`src/hw/rtl/sdq_pkg.sv`:
```
// Shared types and codes for the sorted delay queue.
package sdq_pkg;

	localparam int unsigned TASK_W   = 8;
	localparam int unsigned KEY_W    = 31;
	localparam int unsigned STATUS_W = 2;
	localparam int unsigned TDATA_W  = 40;

	localparam logic CMD_INSERT = 1'b0;
	localparam logic CMD_REMOVE = 1'b1;

	localparam logic [STATUS_W-1:0] STATUS_DONE  = 2'd0;
	localparam logic [STATUS_W-1:0] STATUS_FULL  = 2'd1;
	localparam logic [STATUS_W-1:0] STATUS_EMPTY = 2'd2;

	typedef struct packed {
		logic [KEY_W-1:0]  key;
		logic [TASK_W-1:0] tid;
	} sdq_entry_t;

	typedef enum logic [2:0] {
		ST_IDLE,
		ST_SHIFT,
		ST_PLACE,
		ST_REM_DATA,
		ST_RESULT
	} sdq_state_t;

	// Commands from the controller to the datapath
	typedef struct packed {
		logic load;
		logic rd_top;
		logic shift;
		logic place;
		logic pop;
		logic set_full;
		logic set_empty;
		logic emit;
	} sdq_cmd_t;

	// Status from the datapath to the controller
	typedef struct packed {
		logic empty;
		logic full;
		logic key_le;
		logic idx_one;
		logic out_free;
	} sdq_stat_t;

endpackage

```
`src/hw/rtl/sdq_datapath.sv`:
```
// Datapath of the sorted delay queue: entry memory, fill count, result and output registers.
module sdq_datapath #(
	parameter int unsigned CAPACITY = 64
) (
	input  logic                         clk,
	input  logic                         arst_n,
	input  sdq_pkg::sdq_cmd_t            cmd,
	output sdq_pkg::sdq_stat_t           stat,
	input  logic [sdq_pkg::TASK_W-1:0]   in_task_id,
	input  logic [sdq_pkg::KEY_W-1:0]    in_delay_key,
	input  logic                         m_tready,
	output logic                         m_tvalid,
	output logic [sdq_pkg::STATUS_W-1:0] out_status,
	output sdq_pkg::sdq_entry_t          out_entry
);
	import sdq_pkg::*;

	localparam int unsigned AW = $clog2(CAPACITY);
	localparam int unsigned CW = $clog2(CAPACITY + 1);

	sdq_entry_t mem_q [CAPACITY];
	sdq_entry_t rdata_q;
	sdq_entry_t item_q;
	sdq_entry_t res_entry_q;
	logic [STATUS_W-1:0] res_status_q;
	logic [CW-1:0] count_q;
	logic [CW-1:0] idx_q;
	logic out_valid_q;

	logic          rd_en;
	logic [AW-1:0] rd_addr;
	logic          wr_en;
	logic [AW-1:0] wr_addr;
	sdq_entry_t    wr_data;
	logic [CW-1:0] top_idx;
	logic [CW-1:0] next_rd_idx;

	// Address the top entry on a request, the entry two below the hole while shifting
	assign top_idx     = count_q - CW'(1);
	assign next_rd_idx = idx_q - CW'(2);
	assign rd_en   = cmd.rd_top | (cmd.shift & ~stat.idx_one);
	assign rd_addr = cmd.rd_top ? top_idx[AW-1:0] : next_rd_idx[AW-1:0];
	assign wr_en   = cmd.shift | cmd.place;
	assign wr_addr = idx_q[AW-1:0];
	assign wr_data = cmd.place ? item_q : rdata_q;

	// Entry memory: one read and one write port, registered read data
	always_ff @(posedge clk) begin
		if (rd_en) begin
			rdata_q <= mem_q[rd_addr];
		end
		if (wr_en) begin
			mem_q[wr_addr] <= wr_data;
		end
	end

	// Capture the request and walk the hole down
	always_ff @(posedge clk) begin
		if (cmd.load) begin
			item_q.tid <= in_task_id;
			item_q.key <= in_delay_key;
			idx_q      <= count_q;
		end else if (cmd.shift) begin
			idx_q <= idx_q - CW'(1);
		end
	end

	// Fill count
	always_ff @(posedge clk or negedge arst_n) begin
		if (!arst_n) begin
			count_q <= '0;
		end else if (cmd.place) begin
			count_q <= count_q + CW'(1);
		end else if (cmd.pop) begin
			count_q <= count_q - CW'(1);
		end
	end

	// Hold the pending result
	always_ff @(posedge clk) begin
		if (cmd.place) begin
			res_status_q <= STATUS_DONE;
			res_entry_q  <= '0;
		end else if (cmd.pop) begin
			res_status_q <= STATUS_DONE;
			res_entry_q  <= rdata_q;
		end else if (cmd.set_full) begin
			res_status_q <= STATUS_FULL;
			res_entry_q  <= '0;
		end else if (cmd.set_empty) begin
			res_status_q <= STATUS_EMPTY;
			res_entry_q  <= '0;
		end
	end

	// Output register: load on emit, drop once taken
	always_ff @(posedge clk or negedge arst_n) begin
		if (!arst_n) begin
			out_valid_q <= 1'b0;
		end else if (cmd.emit) begin
			out_valid_q <= 1'b1;
		end else if (m_tready) begin
			out_valid_q <= 1'b0;
		end
	end

	always_ff @(posedge clk) begin
		if (cmd.emit) begin
			out_status <= res_status_q;
			out_entry  <= res_entry_q;
		end
	end

	assign m_tvalid = out_valid_q;

	// Status towards the controller
	assign stat.empty    = (count_q == '0);
	assign stat.full     = (count_q == CW'(CAPACITY));
	assign stat.key_le   = (rdata_q.key <= item_q.key);
	assign stat.idx_one  = (idx_q == CW'(1));
	assign stat.out_free = ~out_valid_q | m_tready;

endmodule

```
`src/hw/rtl/sdq_ctrl.sv`:
```
// Controller state machine of the sorted delay queue.
module sdq_ctrl (
	input  logic               clk,
	input  logic               arst_n,
	input  logic               s_tvalid,
	output logic               s_tready,
	input  logic               req_cmd,
	input  sdq_pkg::sdq_stat_t stat,
	output sdq_pkg::sdq_cmd_t  cmd
);
	import sdq_pkg::*;

	sdq_state_t state_q;
	sdq_state_t state_d;

	// State register
	always_ff @(posedge clk or negedge arst_n) begin
		if (!arst_n) begin
			state_q <= ST_IDLE;
		end else begin
			state_q <= state_d;
		end
	end

	// Next state and datapath commands
	always_comb begin
		state_d  = state_q;
		cmd      = '0;
		s_tready = 1'b0;
		unique case (state_q)
			ST_IDLE: begin
				s_tready = 1'b1;
				if (s_tvalid) begin
					cmd.load = 1'b1;
					if (req_cmd == CMD_INSERT) begin
						if (stat.full) begin
							cmd.set_full = 1'b1;
							state_d      = ST_RESULT;
						end else if (stat.empty) begin
							state_d = ST_PLACE;
						end else begin
							cmd.rd_top = 1'b1;
							state_d    = ST_SHIFT;
						end
					end else begin
						if (stat.empty) begin
							cmd.set_empty = 1'b1;
							state_d       = ST_RESULT;
						end else begin
							cmd.rd_top = 1'b1;
							state_d    = ST_REM_DATA;
						end
					end
				end
			end
			// Move entries with a key not above the new one up by one
			ST_SHIFT: begin
				if (stat.key_le) begin
					cmd.shift = 1'b1;
					if (stat.idx_one) begin
						state_d = ST_PLACE;
					end
				end else begin
					cmd.place = 1'b1;
					state_d   = ST_RESULT;
				end
			end
			ST_PLACE: begin
				cmd.place = 1'b1;
				state_d   = ST_RESULT;
			end
			ST_REM_DATA: begin
				cmd.pop = 1'b1;
				state_d = ST_RESULT;
			end
			ST_RESULT: begin
				if (stat.out_free) begin
					cmd.emit = 1'b1;
					state_d  = ST_IDLE;
				end
			end
			default: begin
				state_d = ST_IDLE;
			end
		endcase
	end

endmodule

```
`src/hw/rtl/sorted_delay_queue_core.sv`:
```
// Top level of the sorted delay queue: controller and datapath.
//
// Requests enter on the s_* stream: s_tuser carries the operation (insert or
// remove), s_tdata the task id and delay key of an insert. Each request gives
// exactly one result on the m_* stream: a status in m_tuser and, for a
// successful remove, the entry with the smallest delay key (oldest first among
// equal keys) in m_tdata, zeros otherwise.
// Entries live in a single-port-read, single-port-write memory kept in
// descending key order. A remove reads the top entry, pops it and then emits
// its result. An insert first moves every stored entry whose key is not above
// the new key up by one slot, then places the new entry and emits the result;
// the shift loop moves one entry per cycle through the memory port. Refused
// requests (full or empty) go straight to their result.
// One request is worked on at a time; s_tready is high whenever the engine is
// idle, also while an earlier result still waits in the output register.
// If the receiver stalls, the finished result waits in the engine until the
// output register frees, and no new request is taken meanwhile.
// Reset clears the fill count and the output valid; memory contents are not
// cleared and are never read before being written.
module sorted_delay_queue_core #(
	parameter int unsigned CAPACITY = 64
) (
	input  logic                          clk,
	input  logic                          arst_n,
	input  logic                          s_tvalid,
	output logic                          s_tready,
	input  logic [sdq_pkg::TDATA_W-1:0]   s_tdata,  // task_id[7:0], delay_key[38:8], pad
	input  logic                          s_tuser,  // cmd[0]
	output logic                          m_tvalid,
	input  logic                          m_tready,
	output logic [sdq_pkg::TDATA_W-1:0]   m_tdata,  // out_task_id[7:0], out_delay_key[38:8], pad
	output logic [sdq_pkg::STATUS_W-1:0]  m_tuser   // status[1:0]
);
	import sdq_pkg::*;

	sdq_cmd_t   cmd;
	sdq_stat_t  stat;
	sdq_entry_t out_entry;

	sdq_ctrl u_ctrl (
		.clk      (clk),
		.arst_n   (arst_n),
		.s_tvalid (s_tvalid),
		.s_tready (s_tready),
		.req_cmd  (s_tuser),
		.stat     (stat),
		.cmd      (cmd)
	);

	sdq_datapath #(
		.CAPACITY (CAPACITY)
	) u_datapath (
		.clk          (clk),
		.arst_n       (arst_n),
		.cmd          (cmd),
		.stat         (stat),
		.in_task_id   (s_tdata[TASK_W-1:0]),
		.in_delay_key (s_tdata[TASK_W+KEY_W-1:TASK_W]),
		.m_tready     (m_tready),
		.m_tvalid     (m_tvalid),
		.out_status   (m_tuser),
		.out_entry    (out_entry)
	);

	// Pack the result entry, zero pad to whole bytes
	assign m_tdata = {{(TDATA_W - TASK_W - KEY_W){1'b0}}, out_entry.key, out_entry.tid};

endmodule

```
`config.mk`:
```
export PLATFORM = sky130hd
export DESIGN_NAME = sorted_delay_queue_core
export DESIGN_NICKNAME = d
export VERILOG_FILES = /design/src/hw/rtl/sdq_pkg.sv /design/src/hw/rtl/sdq_datapath.sv /design/src/hw/rtl/sdq_ctrl.sv /design/src/hw/rtl/sorted_delay_queue_core.sv
export SDC_FILE = /design/constraint.sdc
export NUM_CORES = 2
export LEC_CHECK = 0
export ABC_CLOCK_PERIOD_IN_PS = 6300
export BUFFER_PORTS_ARGS = -buffer_cell sky130_fd_sc_hd__buf_4
export CAP_MARGIN = 40
export CORE_UTILIZATION = 60
export CTS_BUF_LIST = sky130_fd_sc_hd__clkbuf_8
export CTS_CLUSTER_DIAMETER = 120
export DETAILED_ROUTE_END_ITERATION = 12
export PLACE_DENSITY = 0.76
export SLEW_MARGIN = 10
export SYNTH_ARGS = -nofsm -noshare
export SYNTH_HDL_FRONTEND = slang
export SYNTH_SLANG_ARGS = --single-unit
```
`constraint.sdc`:
```
create_clock -name clk -period 6.3 [get_ports clk]
set_input_delay 0.945 -clock clk [delete_from_list [all_inputs] [get_ports clk]]
set_output_delay 0.945 -clock clk [all_outputs]
set_load 0.02 [all_outputs]
```
# Word level (Yosys, flattened, before mapping)
# Memory sizes are Yosys's and may differ from the RTL's. A register that Yosys moved wholly into a read port is not among the register bits.
# Cells that the tools add are included.
# W data, S select, Z words.
[op_classes] reduce_logical=11 magnitude_cmp=1 bitwise_logic=6 n_eq_ne=9 add_sub_neg=4 mux=43
[ops] cell="$mux W39" n=4
[ops] cell="$le A31 B31 Y1" n=1
[ops] cell="$mux W7" n=4
[ops] cell="$mux W3" n=7
[ops] cell="$mux W1" n=20
[ops] cell="$sub A7 B1 Y7 const B" n=2
[ops] cell="$pmux W3 S4" n=1
[ops] cell="$mux W2" n=5
[ops] cell="$reduce_bool A2 Y1" n=4
[ops] cell="$add A7 B1 Y7 const B" n=1
[ops] cell="$eq A7 B1 Y1 const B" n=1
[ops] cell="$eq A7 B7 Y1 const B" n=1
[ops] cell="$logic_not A7 Y1" n=1
[ops] cell="$eq A3 B2 Y1 const B" n=2
[ops] cell="$mux W6" n=1
[ops] cell="$sub A6 B2 Y6 const B" n=1
[ops] cell="$ne A2 B2 Y1 const B" n=2
[ops] cell="$reduce_or A2 Y1" n=2
[ops] cell="$eq A3 B1 Y1 const B" n=1
[ops] cell="$eq A3 B3 Y1 const B" n=1
[ops] cell="$logic_not A3 Y1" n=1
[ops] cell="$ne A3 B2 Y1 const B" n=1
[ops] cell="$or A1 B1 Y1" n=3
[ops] cell="$reduce_and A3 Y1" n=1
[ops] cell="other kinds (5)" n=6
[totals] n_memories=1 ff_bits=139 input_bits=45 output_inout_bits=44 mem_bits_rw=2496 word_cells=88
[memory_table] name="u_datapath.mem_q" depth=64 width=39 read_ports=1 rd_clocked_by_memory_dff=1 write_ports=1 line_no="sdq_datapath.sv:21" rtl="sdq_entry_t mem_q [CAPACITY];"

# Longest topological paths before layout
[depth] depth_word=8 depth_mapped=15 depth_no_buf=10

# Cells and area by module
# A second synthesis with hierarchy kept.
[unflattened] hier_cells=7782 hier_area_um2=107745.8
[by_module_without_submodules] module="sdq_datapath" cells_each=7742 n_inst=1 area_per_inst_um2=107403.0 seq_area_each_um2=79756.5
[by_module_without_submodules] module="sdq_ctrl" cells_each=38 n_inst=1 area_per_inst_um2=331.6 seq_area_each_um2=75.1
[by_module_without_submodules] module="sorted_delay_queue_core" cells_each=2 n_inst=1 area_per_inst_um2=11.3 seq_area_each_um2=0.0

# Worst setup path before layout
# No wires, ideal clock.
[synth_timing] path_type="register to register" start="reg, netlist name u_datapath.rdata_q[36]" end="reg, netlist name u_datapath.rdata_q[0]" t_required_ps=5811 synth_period_minus_slack_ps=5133 path_slack_ps=1167 path_buffers=0 path_stages_with_launch=9 arrival_time_ps=4644 setup_time_ps=489 path_cell_list="edfxtp_1 -> ha_1 -> nand4_1 -> nor4_1 -> and4_1 -> a41o_1 -> a31oi_1 -> nand3b_1 -> o21ai_0"
[synth_via] elab_chain_len=5
[synth_lines] element="$le A31 B31 Y1" line_no="sdq_datapath.sv:119" rtl="assign stat.key_le = (rdata_q.key <= item_q.key);"
[synth_lines] element="$mux W1" line_no="sdq_ctrl.sv:58" rtl="if (stat.key_le) begin"
[synth_lines] element="$mux W1" line_no="sdq_ctrl.sv:30" rtl="unique case (state_q)"
[synth_lines] element="$and A1 B1 Y1" line_no="sdq_datapath.sv:41" rtl="assign rd_en = cmd.rd_top | (cmd.shift & ~stat.idx_one);"
[synth_lines] element="$or A1 B1 Y1" line_no="sdq_datapath.sv:41"
[synth_lines] element="named net u_datapath.rd_en" line_no="sdq_datapath.sv:30" rtl="logic rd_en;"
# The timed path passes the listed nets, and every way through them passes these cells.
# A chain may end at the register's enable or synchronous reset.

# Worst setup path after layout
[layout_timing] start="reg u_ctrl.state_q[1]" end="reg, netlist name u_datapath.rdata_q[2]"
[layout_via] elab_chain_len=4 elab_cells_between_ends=7 classes_between="eq/ne: 1; mux: 3; bitwise: 2; reduce/logical: 1"
[layout_lines] element="from (decl)" line_no="sdq_ctrl.sv:13" rtl="sdq_state_t state_q;"
[layout_lines] element="from (signal assigned)" line_no="sdq_ctrl.sv:21" rtl="state_q <= state_d;"
[layout_lines] element="$eq A3 B1 Y1" line_no="sdq_ctrl.sv:30"
[layout_lines] element="$mux W1" line_no="sdq_ctrl.sv:30"
[layout_lines] element="$and A1 B1 Y1" line_no="sdq_datapath.sv:41"
[layout_lines] element="$or A1 B1 Y1" line_no="sdq_datapath.sv:41"
# Several ways; a longest one is shown, not always the timed one.

==> flow_summary_export.csv <==
group,metric,value,unit
critical_path,reg2reg_depth,11,
layout,drive_gt1_share,19.0,%
critical_path,crit_chain,"or4b_4 > clkinv_2 > o211ai_4 > buf_12 > and2_4 > buf_12 > nand2_1 > a31oi_1 > nand4_1 > nand4_1 > or3_1",
hold_path,hp-start,"s_tdata[10]",
critical_path,cp-end-kind,"flop",
critical_path,worstSetupStartpointType,"flop",
placement,numPortBuffers,86,
critical_path,cp_max_fo,156,
yosys,ys_ff_latch,2674,
detailed_routing,wl_per_cell,31.3,um
run_status,status,"completed",
global_route,grt_overflow_total,0,
detailed_routing,drcViolationCount,0,
hold_path,hp-class,"in -> reg",
hold_path,hold_depth,1,
clocking,numCtsBuffers,415,
global_route,grt_pass1_vias,58700,
yosys,synthArstFlopShare,0.411,%
yosys,syn_nets,6102,
layout,final_area,0.116,mm^2
sta,slew_violations,0,
yosys,yosys_warnings,0,
sta,finalCritPeriodShare,80.6,%
yosys,synth.area.top_cells,"edfxtp_1 77%, mux4_2 6.8%, nand2_1 3.9%",
clocking,cts_resized,0,
critical_path,worstPathRequired,7.22,ns
die,die_x,416,um
critical_path,r2r_start,"u_ctrl.state_q[1]$_DFFE_PN0P_",
critical_path,cp_num_buf_inv,3,
clocking,insertion_delay,1.09,ns
yosys,synth_top_area_share,76.6,%
sta,relSlewSlack,33.1,%
global_route,grt_pass1_wl,400000,um
detailed_routing,ant_nets,0,
layout,area_growth_syn_to_layout,13.0,%
sta,finalCriticalPeriod,5.08,ns
clocking,cts_tree,"yes",
sta,setup_violations,0,
global_route,gr-usage-met1,43.3,%
pwr,peakVddDrop,1.11,mV
yosys,synth_largest_area_cell,"edfxtp_1",
critical_path,crit_slowest_cell,"dfrtp_1",
yosys,ys_top_cells_by_count,"2622 x edfxtp_1, 1060 x nand2_1, 314 x nand3_1, 308 x mux4_2, 219 x clkbuf_1",
critical_path,slowest_delay,0.72,ns
placement,place_area,0.108,mm^2
yosys,synth_area,0.103,mm^2
placement,gp_congestion,0.928,
die,start_util,60.6,%
yosys,syn_inst,6017,
clocking,clk_path_buf_depth,4,
job,max_cap_violations,0,
clocking,clk_pin_slew_worst_paths,0.06,ns
die,rows,151,
sta,finalHoldViolCount,0,
detailed_routing,drt-total-wl,281000,um
placement,hpwl,163000,um
global_route,grt_max_degree,157,
clocking,clock-sinks,2674,
yosys,synth.most_common_cell,"edfxtp_1",
die,pin_count,89,
layout,nNetsFinal,6509,
critical_path,critical-path-top-delay-family,"simple AND/OR/NAND/NOR gates",
clocking,cts_setup_buffers,0,
global_route,use_met3,7.51,%
global_route,track_usage,32.4,%
sta,tns,0,ns
global_route,grt_antenna_before_repair,23,
die,die-area,0.173,mm^2
hold_path,min_to,"u_datapath.item_q[10]$_DFFE_PP_",
die,dieHeight,416,um
global_route,use_met2,49.8,%
sta,rsz0062_at_grt,"false",
pwr,powerDensity,561,mW/mm^2
detailed_routing,drtPass1Iterations,7,
clocking,cts-root-buf,"clkbuf_8",
yosys,synth.avg_cell_area,17.1,um^2
critical_path,timing.rr.end,"u_datapath.rdata_q[2]$_DFFE_PP_",
critical_path,r2r_slack,1.22,ns
sta,max_slew.worst_pin.slew,1.00,ns
global_route,grt_busiest_layer,"met2",
clocking,htree_levels,5,
critical_path,crit_type,"reg -> reg",
sta,finalClockSkew,0.0797,ns
clocking,cts_hold_buf,30,
yosys,synth_edf_count,2622,
detailed_routing,vias,60500,
yosys,ys.flop_type,"edfxtp_1",
detailed_routing,vias_per_cell,6.75,
die,core,0.170,mm^2
critical_path,arrival,6.00,ns
detailed_routing,drtIter0Drc,9963,
yosys,ys_seq_area_share,77.7,%
sta,max_freq,0.197,GHz
yosys,synth_cell_type_count,71,
pwr,power_leakage,38.6,nW
[flip-flops by register name, indices dropped and copies added, names as in the netlist, 2 cells and up]
| signal | count |
|---|---|
| u_datapath.count_q | 7 |
| u_datapath.out_entry | 39 |
| u_datapath.item_q | 39 |
| u_ctrl.state_q | 3 |
| u_datapath.res_entry_q | 39 |
| u_datapath.mem_q | 2496 |
| u_datapath.out_status | 2 |
| u_datapath.idx_q | 7 |
| u_datapath.res_status_q | 2 |
| u_datapath.rdata_q | 39 |
[worst max path at each step]
stage	start	endpoint	slack, ns	depth (start not counted)
floorplan	u_datapath.rdata_q[36]$_DFFE_PP_	u_datapath.rdata_q[0]$_DFFE_PP_	1.17	8
global placement	s_tvalid	u_datapath.rdata_q[24]$_DFFE_PP_	1.02	10
detailed placement	s_tvalid	u_datapath.rdata_q[2]$_DFFE_PP_	1.08	12
CTS	u_ctrl.state_q[1]$_DFFE_PN0P_	u_datapath.rdata_q[2]$_DFFE_PP_	1.46	11
global route	u_ctrl.state_q[1]$_DFFE_PN0P_	u_datapath.rdata_q[0]$_DFFE_PP_	1.23	11
finish	u_ctrl.state_q[1]$_DFFE_PN0P_	u_datapath.rdata_q[2]$_DFFE_PP_	1.22	11
[per-stage QoR]
stage / instances / utilization [%] / power (mW) / worst slack, ns / hold slack [ns]
final: 8968 / 68.4 / 65.2 / 1.22 / 0.0449
after global routing: 8957 / 68.4 / 67.1 / 1.23 / 0.0353
after CTS: 8949 / 68.4 / 64.5 / 1.46 / 0.000854
after detailed placement: 8191 / 63.9 / 51.7 / 1.08 / 0.420
after global placement: 8137 / 63.2 / 50.5 / 1.02 / 0.423
after floorplan: 6017 / - / 40.4 / 1.17 / 0.409
[area by class of cell]
class                           instances  area (um^2)
Tap cell                             2218         2780
Timing Repair Buffer                  366         4210
Multi-Input combinational cell       2929        21800
Clock buffer                          435         5990
Sequential cell                      2674        79800
Clock inverter                        293         1290
Fill cell                           10300        53600
Antenna cell                           15         37.5
Inverter                               38          144
[power breakdown]
part	internal (mW)	total (mW)	switching, mW	leakage, nW
sequential	24.7	25.6	0.915	24.1
clock	6.51	13.0	6.53	4.22
combinational	8.00	26.5	18.5	10.2
total	39.2	65.2	25.9	38.6
[metal layers]
metal	up-vias	share of wire, %
met3	881	13
met2	4719	47
li1	24700	-
met4	16	6.0
met5	-	0.033
met1	30200	34
[layout by cell type, fill, tap and decap left out, types with 28 or more instances in the layout]
cell type | Yosys | final
a22oi_1 | 153 | 153
clkbuf_8 | 0 | 435
dlygate4sd3_1 | 0 | 30
clkinv_1 | 0 | 109
inv_1 | 37 | 164
or3_1 | 43 | 43
a31oi_1 | 158 | 157
a22o_1 | 42 | 42
ha_1 | 40 | 40
nand4_1 | 197 | 197
buf_4 | 8 | 233
nor2_4 | 0 | 65
mux4_2 | 308 | 308
buf_12 | 0 | 76
mux2_2 | 43 | 43
nand2_1 | 1060 | 1060
dfxtp_1 | 41 | 41
and3_1 | 159 | 158
nand3_1 | 314 | 314
a211oi_1 | 157 | 157
clkinv_2 | 1 | 47
a21oi_1 | 29 | 28
edfxtp_1 | 2622 | 2622
[logic make-up (layout without fill, tap and decap cells)]
group | Yosys count | after routing | share of synthesized area (%)
compound gates | 603 | 603 | 4.20
flops | 2674 | 2674 | 77.7
mux | 357 | 357 | 7.29
simple gates | 1912 | 1912 | 8.49
other cells | 1 | 16 | 0.00365
buf+inv | 414 | 1132 | 1.68
xor+xnor | 16 | 16 | 0.136
fa+ha+maj | 40 | 40 | 0.487
(Power assumes the default switching activity.)
